--- src/rtl/sm3_pkg.sv ---
// ----------------------------------------------------------------------------
// sm3_pkg: shared types and constants for the SM3 hash block
// Controller states, command/status structs, IV reset values, round helpers.
// ----------------------------------------------------------------------------
`default_nettype none
package sm3_pkg;

  localparam int unsigned WordW   = 32;
  localparam int unsigned NumIv   = 8;
  localparam int unsigned Rounds  = 64;

  localparam logic [31:0] T_LOW  = 32'h79CC4519;
  localparam logic [31:0] T_HIGH = 32'h7A879D8A;
  localparam logic [7:0]  PAD_BYTE = 8'h80;

  localparam logic [31:0] IV_RESET [NumIv] = '{
    32'h7380166F, 32'h4914B2B9, 32'h172442D7, 32'hDA8A0600,
    32'hA96F30BC, 32'h163138AA, 32'hE38DEE4D, 32'hB0FB0E4E
  };

  typedef enum logic [2:0] {
    ST_IDLE,
    ST_ROUND,
    ST_FINISH,
    ST_PAD,
    ST_EMIT
  } sm3_state_t;

  // word source for the block buffer
  typedef enum logic [1:0] {
    SRC_MSG,
    SRC_ZERO,
    SRC_LEN_HI,
    SRC_LEN_LO
  } sm3_src_t;

  typedef struct packed {
    logic     start_msg;   // load chain from IV, clear length
    logic     put_word;    // write a word into the block buffer
    sm3_src_t src;
    logic     add_len;     // add the input word's bit count
    logic     start_blk;   // load working vars from chain value
    logic     do_round;
    logic     finish_blk;  // fold working vars into chain value
    logic     emit_next;
  } sm3_cmd_t;

  typedef struct packed {
    logic [3:0] word_slot;
    logic       last_round;
    logic       pad_pending;  // 0x80 word still owed after a full final word
  } sm3_status_t;

  function automatic logic [31:0] rol32(input logic [31:0] x, input logic [4:0] n);
    logic [63:0] d;
    d = {x, x} << n;
    return d[63:32];
  endfunction

  function automatic logic [31:0] perm0(input logic [31:0] x);
    return x ^ {x[22:0], x[31:23]} ^ {x[14:0], x[31:15]};
  endfunction

  function automatic logic [31:0] perm1(input logic [31:0] x);
    return x ^ {x[16:0], x[31:17]} ^ {x[8:0], x[31:9]};
  endfunction

endpackage
`default_nettype wire

--- src/rtl/sm3_if.sv ---
// ----------------------------------------------------------------------------
// sm3_if: valid/ready channel interfaces
// Input words, digest words and configuration writes.
// ----------------------------------------------------------------------------
`default_nettype none
interface sm3_in_if;
  logic        valid;
  logic        ready;
  logic [31:0] message_word;
  logic [2:0]  valid_bytes;
  logic        last_word;
  modport source (output valid, message_word, valid_bytes, last_word, input ready);
  modport sink   (input valid, message_word, valid_bytes, last_word, output ready);
endinterface

interface sm3_out_if;
  logic        valid;
  logic        ready;
  logic [31:0] digest_word;
  logic [2:0]  digest_index;
  logic        digest_last;
  modport source (output valid, digest_word, digest_index, digest_last, input ready);
  modport sink   (input valid, digest_word, digest_index, digest_last, output ready);
endinterface

interface sm3_cfg_if;
  logic        valid;
  logic        ready;
  logic [2:0]  index;
  logic [31:0] data;
  modport source (output valid, index, data, input ready);
  modport sink   (input valid, index, data, output ready);
endinterface
`default_nettype wire

--- src/rtl/sm3_message_hash.sv ---
// ----------------------------------------------------------------------------
// sm3_message_hash: streaming SM3 hash with SM3 padding
// Takes big-endian message words, pads, compresses, returns 8 digest words.
// ----------------------------------------------------------------------------
//  channel | dir | payload                                 | handshake
//  in_     | in  | message_word[32] valid_bytes[3] last    | valid/ready
//  out_    | out | digest_word[32] digest_index[3] last    | valid/ready
//  cfg_    | in  | index[3] data[32] (iv_word_0..7)        | valid/ready
//
// A non-final word is written straight into the block buffer; the 16th word
// of a block also starts the rounds (one shared round unit), then a fold
// into the chain value. The final word adds padding writes (one per
// remaining slot), one or two compressions, then the 8 digest words.
// Reset is synchronous, active low, and restores the standard IV. in_ready
// is low outside the idle state (padding, rounds, fold, digest output);
// out_ready low holds the current digest word.
// ----------------------------------------------------------------------------
`default_nettype none
module sm3_message_hash (
  input  wire logic  clk,
  input  wire logic  rst_n,
  sm3_in_if.sink     in_ch,
  sm3_out_if.source  out_ch,
  sm3_cfg_if.sink    cfg_ch
);
  import sm3_pkg::*;

  sm3_cmd_t    cmd;
  sm3_status_t status;
  logic [2:0]  emit_idx;

  assign cfg_ch.ready = 1'b1;

  sm3_ctrl u_ctrl (
    .clk       (clk),
    .rst_n     (rst_n),
    .in_valid  (in_ch.valid),
    .in_ready  (in_ch.ready),
    .in_last   (in_ch.last_word),
    .out_valid (out_ch.valid),
    .out_ready (out_ch.ready),
    .out_last  (out_ch.digest_last),
    .emit_idx  (emit_idx),
    .cmd       (cmd),
    .status    (status)
  );

  sm3_datapath u_dp (
    .clk          (clk),
    .rst_n        (rst_n),
    .cmd          (cmd),
    .status       (status),
    .in_word      (in_ch.message_word),
    .in_nbytes    (in_ch.last_word ? in_ch.valid_bytes : 3'd4),
    .cfg_we       (cfg_ch.valid),
    .cfg_idx      (cfg_ch.index),
    .cfg_data     (cfg_ch.data),
    .digest_word  (out_ch.digest_word),
    .digest_index (emit_idx)
  );

  assign out_ch.digest_index = emit_idx;
endmodule
`default_nettype wire

--- src/rtl/sm3_datapath.sv ---
// ----------------------------------------------------------------------------
// sm3_datapath: block buffer, message expansion, one compression round/cycle
// Holds IV, chain value, working variables, 16-word window and bit length.
// ----------------------------------------------------------------------------
`default_nettype none
module sm3_datapath (
  input  wire logic             clk,
  input  wire logic             rst_n,
  input  wire sm3_pkg::sm3_cmd_t cmd,
  output sm3_pkg::sm3_status_t  status,
  input  wire logic [31:0]      in_word,
  input  wire logic [2:0]       in_nbytes,
  input  wire logic             cfg_we,
  input  wire logic [2:0]       cfg_idx,
  input  wire logic [31:0]      cfg_data,
  output logic [31:0]           digest_word,
  output logic [2:0]            digest_index
);
  import sm3_pkg::*;

  logic [31:0] iv_r    [NumIv];
  logic [31:0] chain_r [NumIv];
  logic [31:0] v_r     [NumIv];
  logic [31:0] w_r     [16];     // sliding window: w_r[0] is W[j]
  logic [63:0] len_r;
  logic [3:0]  slot_r;
  logic [5:0]  rnd_r;
  logic [2:0]  emit_r;

  // pending 0x80 word when final word was full
  logic nb_pad_r;

  logic [31:0] wr_word, w_new, t_rot, a12, ss1, ss2, ff, gg, tt1, tt2;
  logic [2:0]  nb;
  logic [31:0] keep;
  logic [3:0]  put_slot;

  assign status.word_slot   = slot_r;
  assign status.last_round  = (rnd_r == 6'd63);
  assign status.pad_pending = nb_pad_r;
  assign digest_word  = chain_r[emit_r];
  assign digest_index = emit_r;

  // a new message always fills from slot 0
  assign put_slot = cmd.start_msg ? 4'd0 : slot_r;

  always_comb begin
    nb = (in_nbytes > 3'd4) ? 3'd4 : in_nbytes;
    case (nb)
      3'd0:    keep = 32'h0;
      3'd1:    keep = 32'hFF000000;
      3'd2:    keep = 32'hFFFF0000;
      3'd3:    keep = 32'hFFFFFF00;
      default: keep = 32'hFFFFFFFF;
    endcase
    case (cmd.src)
      SRC_MSG:    wr_word = (in_word & keep) |
                            ((nb == 3'd4) ? 32'h0 : ({24'h0, PAD_BYTE} << (5'd24 - {nb[1:0], 3'b0})));
      SRC_ZERO:   wr_word = (nb_pad_r) ? 32'h80000000 : 32'h0;
      SRC_LEN_HI: wr_word = len_r[63:32];
      default:    wr_word = len_r[31:0];
    endcase
  end

  always_comb begin
    w_new = perm1(w_r[0] ^ w_r[7] ^ rol32(w_r[13], 5'd15)) ^ rol32(w_r[3], 5'd7) ^ w_r[10];
    t_rot = rol32((rnd_r < 6'd16) ? T_LOW : T_HIGH, rnd_r[4:0]);
    a12   = rol32(v_r[0], 5'd12);
    ss1   = rol32(a12 + v_r[4] + t_rot, 5'd7);
    ss2   = ss1 ^ a12;
    ff    = (rnd_r < 6'd16) ? (v_r[0] ^ v_r[1] ^ v_r[2])
          : ((v_r[0] & v_r[1]) | (v_r[0] & v_r[2]) | (v_r[1] & v_r[2]));
    gg    = (rnd_r < 6'd16) ? (v_r[4] ^ v_r[5] ^ v_r[6])
          : ((v_r[4] & v_r[5]) | (~v_r[4] & v_r[6]));
    tt1   = ff + v_r[3] + ss2 + (w_r[0] ^ w_r[4]);
    tt2   = gg + v_r[7] + ss1 + w_r[0];
  end

  always_ff @(posedge clk) begin
    if (!rst_n) begin
      for (int i = 0; i < NumIv; i++) begin
        iv_r[i]    <= IV_RESET[i];
        chain_r[i] <= '0;
        v_r[i]     <= '0;
      end
      len_r    <= '0;
      slot_r   <= '0;
      rnd_r    <= '0;
      emit_r   <= '0;
      nb_pad_r <= 1'b0;
    end else begin
      if (cfg_we) iv_r[cfg_idx] <= cfg_data;
      if (cmd.start_msg) begin
        for (int i = 0; i < NumIv; i++) chain_r[i] <= iv_r[i];
        emit_r <= '0;
      end
      if (cmd.add_len)
        len_r <= (cmd.start_msg ? 64'd0 : len_r) + {58'd0, nb, 3'b0};
      if (cmd.put_word) begin
        w_r[put_slot] <= wr_word;
        slot_r        <= put_slot + 4'd1;
        if (cmd.src == SRC_MSG) nb_pad_r <= (nb == 3'd4);
        else                    nb_pad_r <= 1'b0;
      end
      if (cmd.start_blk) begin
        for (int i = 0; i < NumIv; i++) v_r[i] <= chain_r[i];
        rnd_r <= '0;
      end
      if (cmd.do_round) begin
        v_r[3] <= v_r[2];
        v_r[2] <= rol32(v_r[1], 5'd9);
        v_r[1] <= v_r[0];
        v_r[0] <= tt1;
        v_r[7] <= v_r[6];
        v_r[6] <= rol32(v_r[5], 5'd19);
        v_r[5] <= v_r[4];
        v_r[4] <= perm0(tt2);
        rnd_r  <= rnd_r + 6'd1;
        for (int i = 0; i < 15; i++) w_r[i] <= w_r[i+1];
        w_r[15] <= w_new;
      end
      if (cmd.finish_blk)
        for (int i = 0; i < NumIv; i++) chain_r[i] <= chain_r[i] ^ v_r[i];
      if (cmd.emit_next) emit_r <= emit_r + 3'd1;
    end
  end
endmodule
`default_nettype wire

--- src/rtl/sm3_ctrl.sv ---
// ----------------------------------------------------------------------------
// sm3_ctrl: sequencer for word intake, padding, rounds and digest output
// ----------------------------------------------------------------------------
`default_nettype none
module sm3_ctrl (
  input  wire logic                clk,
  input  wire logic                rst_n,
  input  wire logic                in_valid,
  output logic                     in_ready,
  input  wire logic                in_last,
  output logic                     out_valid,
  input  wire logic                out_ready,
  output logic                     out_last,
  input  wire logic [2:0]          emit_idx,
  output sm3_pkg::sm3_cmd_t        cmd,
  input  wire sm3_pkg::sm3_status_t status
);
  import sm3_pkg::*;

  sm3_state_t state_r, state_nxt;
  logic       in_msg_r, in_msg_nxt;
  logic       pad_r, pad_nxt;   // block in flight belongs to padding phase
  logic       len_hi_r, len_hi_nxt;  // upper length word already in slot 14

  always_ff @(posedge clk) begin
    if (!rst_n) begin
      state_r  <= ST_IDLE;
      in_msg_r <= 1'b0;
      pad_r    <= 1'b0;
      len_hi_r <= 1'b0;
    end else begin
      state_r  <= state_nxt;
      in_msg_r <= in_msg_nxt;
      pad_r    <= pad_nxt;
      len_hi_r <= len_hi_nxt;
    end
  end

  always_comb begin
    state_nxt  = state_r;
    in_msg_nxt = in_msg_r;
    pad_nxt    = pad_r;
    len_hi_nxt = len_hi_r;
    cmd        = '0;
    cmd.src    = SRC_MSG;
    in_ready   = 1'b0;
    out_valid  = 1'b0;
    out_last   = (emit_idx == 3'd7);
    case (state_r)
      ST_IDLE: begin
        in_ready = 1'b1;
        if (in_valid) begin
          cmd.start_msg = !in_msg_r;
          cmd.put_word  = 1'b1;
          cmd.add_len   = 1'b1;
          in_msg_nxt    = 1'b1;
          pad_nxt       = in_last;
          // slot resets on message start, so slot 15 means block full
          if (status.word_slot == 4'd15 && in_msg_r) begin
            cmd.start_blk = 1'b1;
            state_nxt     = ST_ROUND;
          end else if (in_last) begin
            state_nxt = ST_PAD;
          end
        end
      end
      ST_PAD: begin
        cmd.put_word = 1'b1;
        // owed 0x80 word first; length only if both words fit in this block
        if (status.pad_pending) begin
          cmd.src = SRC_ZERO;
        end else if (status.word_slot == 4'd14) begin
          cmd.src    = SRC_LEN_HI;
          len_hi_nxt = 1'b1;
        end else if (status.word_slot == 4'd15 && len_hi_r) begin
          cmd.src = SRC_LEN_LO;
        end else begin
          cmd.src = SRC_ZERO;
        end
        if (status.word_slot == 4'd15) begin
          cmd.start_blk = 1'b1;
          state_nxt     = ST_ROUND;
          if (len_hi_r && !status.pad_pending) begin
            pad_nxt    = 1'b0;
            in_msg_nxt = 1'b0;
            len_hi_nxt = 1'b0;
          end
        end
      end
      ST_ROUND: begin
        cmd.do_round = 1'b1;
        if (status.last_round) state_nxt = ST_FINISH;
      end
      ST_FINISH: begin
        cmd.finish_blk = 1'b1;
        if (pad_r)          state_nxt = ST_PAD;   // message ended, padding not done
        else if (!in_msg_r) state_nxt = ST_EMIT;
        else                state_nxt = ST_IDLE;
      end
      ST_EMIT: begin
        out_valid = 1'b1;
        if (out_ready) begin
          cmd.emit_next = 1'b1;
          if (emit_idx == 3'd7) state_nxt = ST_IDLE;
        end
      end
      default: state_nxt = ST_IDLE;
    endcase
  end
endmodule
`default_nettype wire
--- src/flat_wrapper.sv ---
// flat-port wrapper written by rule: the top's interface ports become plain ports
module sm3_message_hash_flat import sm3_pkg::*;
  (clk, rst_n, in_ch_valid, in_ch_message_word, in_ch_valid_bytes, in_ch_last_word, in_ch_ready, out_ch_valid, out_ch_digest_word, out_ch_digest_index, out_ch_digest_last, out_ch_ready, cfg_ch_valid, cfg_ch_index, cfg_ch_data, cfg_ch_ready);
  sm3_in_if in_ch_i ();
  sm3_out_if out_ch_i ();
  sm3_cfg_if cfg_ch_i ();
  input  wire logic clk;
  input  wire logic rst_n;
  input wire logic [$bits(in_ch_i.valid)-1:0] in_ch_valid;
  input wire logic [$bits(in_ch_i.message_word)-1:0] in_ch_message_word;
  input wire logic [$bits(in_ch_i.valid_bytes)-1:0] in_ch_valid_bytes;
  input wire logic [$bits(in_ch_i.last_word)-1:0] in_ch_last_word;
  output wire logic [$bits(in_ch_i.ready)-1:0] in_ch_ready;
  output wire logic [$bits(out_ch_i.valid)-1:0] out_ch_valid;
  output wire logic [$bits(out_ch_i.digest_word)-1:0] out_ch_digest_word;
  output wire logic [$bits(out_ch_i.digest_index)-1:0] out_ch_digest_index;
  output wire logic [$bits(out_ch_i.digest_last)-1:0] out_ch_digest_last;
  input wire logic [$bits(out_ch_i.ready)-1:0] out_ch_ready;
  input wire logic [$bits(cfg_ch_i.valid)-1:0] cfg_ch_valid;
  input wire logic [$bits(cfg_ch_i.index)-1:0] cfg_ch_index;
  input wire logic [$bits(cfg_ch_i.data)-1:0] cfg_ch_data;
  output wire logic [$bits(cfg_ch_i.ready)-1:0] cfg_ch_ready;
  assign in_ch_i.valid = in_ch_valid;
  assign in_ch_i.message_word = in_ch_message_word;
  assign in_ch_i.valid_bytes = in_ch_valid_bytes;
  assign in_ch_i.last_word = in_ch_last_word;
  assign in_ch_ready = in_ch_i.ready;
  assign out_ch_valid = out_ch_i.valid;
  assign out_ch_digest_word = out_ch_i.digest_word;
  assign out_ch_digest_index = out_ch_i.digest_index;
  assign out_ch_digest_last = out_ch_i.digest_last;
  assign out_ch_i.ready = out_ch_ready;
  assign cfg_ch_i.valid = cfg_ch_valid;
  assign cfg_ch_i.index = cfg_ch_index;
  assign cfg_ch_i.data = cfg_ch_data;
  assign cfg_ch_ready = cfg_ch_i.ready;
  sm3_message_hash u_core (.clk(clk), .rst_n(rst_n), .in_ch(in_ch_i), .out_ch(out_ch_i), .cfg_ch(cfg_ch_i));
endmodule
--- config.mk ---
export PLATFORM = sky130hd
export DESIGN_NAME = sm3_message_hash_flat
export DESIGN_NICKNAME = d
export VERILOG_FILES = /design/src/rtl/sm3_pkg.sv /design/src/rtl/sm3_if.sv /design/src/rtl/sm3_message_hash.sv /design/src/rtl/sm3_datapath.sv /design/src/rtl/sm3_ctrl.sv /design/src/flat_wrapper.sv
export SDC_FILE = /design/constraint.sdc
export NUM_CORES = 2
export LEC_CHECK = 0
export ABC_AREA = 1
export BUFFER_PORTS_ARGS = -buffer_cell sky130_fd_sc_hd__buf_4
export CORE_MARGIN = 8
export CORE_UTILIZATION = 51
export CTS_CLUSTER_DIAMETER = 30
export DETAILED_ROUTE_END_ITERATION = 8
export PLACE_DENSITY = 0.67
export SLEW_MARGIN = 20
export SYNTH_ARGS = -nofsm -noshare
export SYNTH_HDL_FRONTEND = slang
export SYNTH_SLANG_ARGS = --single-unit
--- constraint.sdc ---
create_clock -name clk -period 9.37 [get_ports clk]
set_input_delay 1.874 -clock clk [delete_from_list [all_inputs] [get_ports clk]]
set_output_delay 1.874 -clock clk [all_outputs]
set_load 0.01 [all_outputs]
=== Yosys cells after proc, flatten, opt, wreduce, memory -nomap -nowiden ===
Memories as Yosys holds them, arrays and structs flattened. A register that Yosys moved wholly into a read port is not among the register bits.
Index checks and enable logic that the tools add are counted.

* Add/sub/neg operators: 13
* Shift-type cells: 2
* Bitwise operators: 65
* Mux-type cells: 113
* $lt $le $gt $ge: 2
* Equality and inequality tests: 21
* Reductions and logical operators: 15

{| class="wikitable"
|+ Operator list
! operator !! count
|-
| $mux W32 || 38
|-
| $xor A32 B32 Y32 || 22
|-
| $add A32 B32 Y32 || 8
|-
| $and A32 B32 Y32 || 6
|-
| $or A32 B32 Y32 || 4
|-
| $pmux W32 S4 || 1
|-
| $pmux W32 S3 || 1
|-
| $add A64 B6 Y64 || 1
|-
| $mux W64 || 1
|-
| $reduce_or A32 Y1 || 2
|-
| $shl A63 B5 Y64 || 1
|-
| $mux W3 || 16
|-
| $mux W1 || 40
|-
| $not A32 Y32 || 1
|-
| $or A1 B1 Y1 || 32
|-
| $shl A8 B5 Y32 const A || 1
|-
| $mux W26 || 1
|-
| $pmux W3 S5 || 1
|-
| $eq A3 B2 Y1 const B || 4
|-
| $mux W2 || 6
|-
| $mux W6 || 2
|-
| $ne A2 B2 Y1 const B || 5
|-
| $eq A3 B3 Y1 const B || 3
|-
| $eq A4 B4 Y1 const B || 2
|-
| other kinds (21) || 32
|}

* RAM bits: 1,280
* Flip-flop bits (word level): 84
* Bits of input ports: 76
* Memories: 4
* Logic and storage cells: 244

{| class="wikitable"
|+ Memories
! name !! depth !! bits a word !! read ports !! clocked after memory_dff !! wr ports !! RTL line !! source
|-
| u_core.u_dp.w_r || 16 || 32 || 16 || 0 || 16 || sm3_datapath.sv:24 || <nowiki>logic [31:0] w_r [16];</nowiki>
|-
| u_core.u_dp.chain_r || 8 || 32 || 9 || 1 || 8 || sm3_datapath.sv:22 || <nowiki>logic [31:0] chain_r [NumIv];</nowiki>
|-
| u_core.u_dp.iv_r || 8 || 32 || 8 || 0 || 8 || sm3_datapath.sv:21 || <nowiki>logic [31:0] iv_r [NumIv];</nowiki>
|-
| u_core.u_dp.v_r || 8 || 32 || 8 || 0 || 8 || sm3_datapath.sv:23 || <nowiki>logic [31:0] v_r [NumIv];</nowiki>
|}

=== Logic depth before layout (Yosys ltp) ===
An unclocked memory read counts as a cell.

* Depth in word-level cells: 11
* Gate-level depth with buffers: 50

=== Hierarchy ===
From an unflattened synthesis, not the netlist that was laid out.

* Cell total of the unflattened synthesis: 8,351
* Area total of the unflattened synthesis: 76,524.6 µm²

{| class="wikitable"
|+ By module, submodules not included
! module !! area an instance (µm²) !! cells each !! times used !! sequential area each (µm²)
|-
| sm3_datapath || 76,064.2 || 8,268 || 1 || 39,998.4
|-
| sm3_ctrl || 426.7 || 75 || 1 || 120.1
|-
| sm3_message_hash || 33.8 || 8 || 1 || 0.0
|}

=== Worst setup path after synthesis ===
No wires, ideal clock.

* Path kind: register to register
* Start: reg u_core.u_dp.rnd_r[4]
* End: mem u_core.u_dp.v_r[4][26], in the netlist u_core.u_dp.v_r[1][26] (data pin)
* Cell stages (with the launch flop): 42
* Clock period less this slack: 7.059 ns
* Path buffers: 2
* Slack: 2.311 ns
* Data required time: 9.103 ns
* Arrival time: 6.792 ns
* Path through: dfxtp_1 inv_1 nand2_1 buf_2 buf_1 ha_1 nand2_1 nand2_1 nand2_1 o21ai_0 o21ai_0 o21ai_0 fa_1 inv_1 ha_1 nand2_1 inv_1 nand2_1 (+6 left out) inv_1 fa_1 fa_1 inv_1 ha_1 inv_1 fa_1 o21ai_0 nand2_1 nand2_1 nand2_1 nand2_1 xor2_1 nand2_1 nand2_1 nand2_1 nand3_1 o21ai_0

{| class="wikitable"
|+ RTL lines
! what !! RTL line !! source
|-
| from (decl) || sm3_datapath.sv:27 || <nowiki>logic [5:0] rnd_r;</nowiki>
|-
| from (signal assigned) || sm3_datapath.sv:118 || <nowiki>rnd_r <= rnd_r + 6'd1;</nowiki>
|-
| to (decl) || sm3_datapath.sv:23 ||
|}

==> results.ini <==
[grt]
overflow=0
grt_pass1_vias=62499
grt_pass1_wl_mm=439
grt_max_degree=233
grt_use_total=0.367
antenna_found_initial=17

[die]
core_sq_um=152000
initial_core_util=0.513
dieArea_sq_um=165000
ios=115
die_w_um=406
die_h_um=406
num_rows=143

[sta]
fin_tns_setup_ns=0
slew_headroom=0.151
drv_slew=0
rsz0062_at_grt=false
worst_pin_slew_ns=1.27
max_clock_freq_mhz=115
fin_crit_ns=8.69
setup_viol=0
final.setup_skew_ns=0.108
fin_crit_sh=0.927
hold_viol=0

[placement]
dp_cells=10480
place.detailed.hpwl_mm=216
port_buffers=113
globalplace.congestion=1.02

[setup_path]
path_common_cell=nand2_1
reg2reg_depth=33
cp-end-kind=register
r2r-start=u_core.u_dp.rnd_r[0]
max_stage_delay_ns=0.63
arrival_ns=9.30
crit_start=u_core.u_dp.rnd_r[0]
slowest_stage=o21ai_0
worst-path-max-fanout=14
cp-start-kind=register
critical_path_class=reg -> reg
crit_required_ns=9.98

[worst_hold_path]
hold_path.class=reg -> reg
hold_start=u_core.u_dp.len_r[63]
min_path_cells=2

[synthesis]
ys_seq_elements=1364
synthTopCellsByArea=edfxtp_1, nand2_1, fa_1
synth_top_area_frac=0.494
async_flop_share=0
ys_types=55
yosysMostFrequentCell=nand2_1
synth_top_area_cell=edfxtp_1
syn_inst=8589
synth_edf_count=1280
synthTopCellsByCount=nand2_1, edfxtp_1, inv_1
ys_seq_area_frac=0.516
syn_area_per_cell_sq_um=9.05
synth_nets=8961
synth_area_sq_um=77800
yosysWarnings=0
synthFlopType=edfxtp_1

[routing]
drtIter0Drc=9338
drc=0
first_pass_iters=9
routed_wl_mm=311
num_vias=66287
vias_per_cell=5.99
avgRoutedWirePerCell_um=28.1
ant_nets=0

[cts]
cts_hold_buf=0
cts_resized=0
cts_setup_buffers=0
clk_pin_slew_worst_paths_ns=0.04
insertion_delay_ns=0.95
ctsLongestPathBuffers=4
h-tree-depth=5
cts.sinks=1364
cts_root_buf=clkbuf_16
numCtsBuffers=334
cts_tree=built

[layout]
nNetsFinal=9160
area_growth_pct=17.9
nFillCells=13101
drive_gt1_frac=0.0988
fin_util=0.604
final_cells=11071

[run_status]
status=finished, final reports clean

[flow_run]
cap_violations=0

[critical path: cells and delay by family (launching register included)]
kind / cells / cell delay [ns]
adder cells (fa/ha/maj): 5 / 2.30
XOR/XNOR: 3 / 0.88
AO/OA/AOI/OAI: 7 / 1.95
buffers and inverters: 4 / 0.46
flip-flops: 1 / 0.58
AND/OR/NAND/NOR: 14 / 2.22
[state kept, by name, summed over array words and instances, names as in the netlist, named ones only]
signal / flops
u_core.u_dp.v_r: 256
u_core.u_dp.digest_index: 3
u_core.u_dp.iv_r: 256
u_core.u_dp.chain_r: 256
u_core.u_dp.slot_r: 4
u_core.u_ctrl.state_r: 3
u_core.u_dp.rnd_r: 6
u_core.u_ctrl.len_hi_r: 1
u_core.u_ctrl.in_msg_r: 1
u_core.u_dp.nb_pad_r: 1
u_core.u_dp.w_r: 512
u_core.u_ctrl.pad_r: 1
u_core.u_dp.len_r: 61
[cells by family after synthesis]
logic type	after synthesis	synth area share
other	1	0.0000482
DFF	1364	0.516
muxes	29	0.00373
xor gates and xnor gates	520	0.0594
AOI/OAI and AO/OA	1307	0.0952
adders and majority gates	296	0.0659
buffers and inverters	1261	0.0625
and+or+nand+nor	3811	0.197
[through the flow]
| stage | hold WS, ns | worst slack [ns] | instance area, sq um |
|---|---|---|---|
| 2_1_floorplan | 0.434 | 2.31 | 77800 |
| 3_3_place_gp | 0.452 | 1.02 | 81000 |
| 3_5_place_dp | 0.456 | 1.07 | 81000 |
| 4_1_cts | 0.467 | 1.07 | 91600 |
| 5_1_grt | 0.486 | 0.312 | 91700 |
| 6_report | 0.466 | 0.681 | 91700 |
[routing by layer]
layer	share of wire	global-route usage	vias to the layer above
li1	-	-	28911
met1	0.39	0.501	32085
met2	0.42	0.521	4516
met3	0.13	0.117	767
met4	0.064	0.198	8
met5	0.00016	0	-
[cells in the final DEF (no fill, tap or decap), types with 11 or more instances in the layout]
master,count
o21ai_0,724
xnor2_1,292
o21ai_1,16
o211ai_1,18
buf_4,231
nor2_1,600
clkinv_1,59
clkbuf_16,340
ha_1,107
a32o_1,78
a31oi_1,37
nor2_2,12
clkinvlp_4,17
clkbuf_1,46
fa_1,189
o211ai_2,14
dfxtp_1,82
nand3_1,402
bufinv_16,33
inv_1,864
inv_6,13
edfxtp_1,1280
nand3b_1,12
or2_2,67
o22ai_1,38
a21oi_1,305
o21bai_1,12
nand2_1,2593
nand4_1,41
nor3_1,35
clkinv_4,14
clkinv_2,55
mux2i_1,29
inv_2,11
o21ai_4,16
xor2_1,220
[cell type report]
cell class,count,area [sq um],area share
timing repair buffer,242,1930,0.0211
clock buffer,394,8790,0.0959
tap,2030,2540,0.0277
sequential,1364,40100,0.438
inverter,882,3330,0.0363
clock inverter,189,1860,0.0203
multi-input combinational,5964,33100,0.361
antenna,6,15.0,0.000164
[path summary, 6_finish.rpt]
kind / slack, ns / to
worst max register to register: 0.68 / u_core.u_dp.v_r[1][17]
worst max-delay path: 0.68 / u_core.u_dp.v_r[1][17]
worst min register to register: 0.47 / u_core.u_dp.len_r[63]
worst min-delay path: 0.47 / u_core.u_dp.len_r[63]
Power is not shown: default switching activity piles up to over one toggle a cycle in this logic, so the estimate is an artifact.
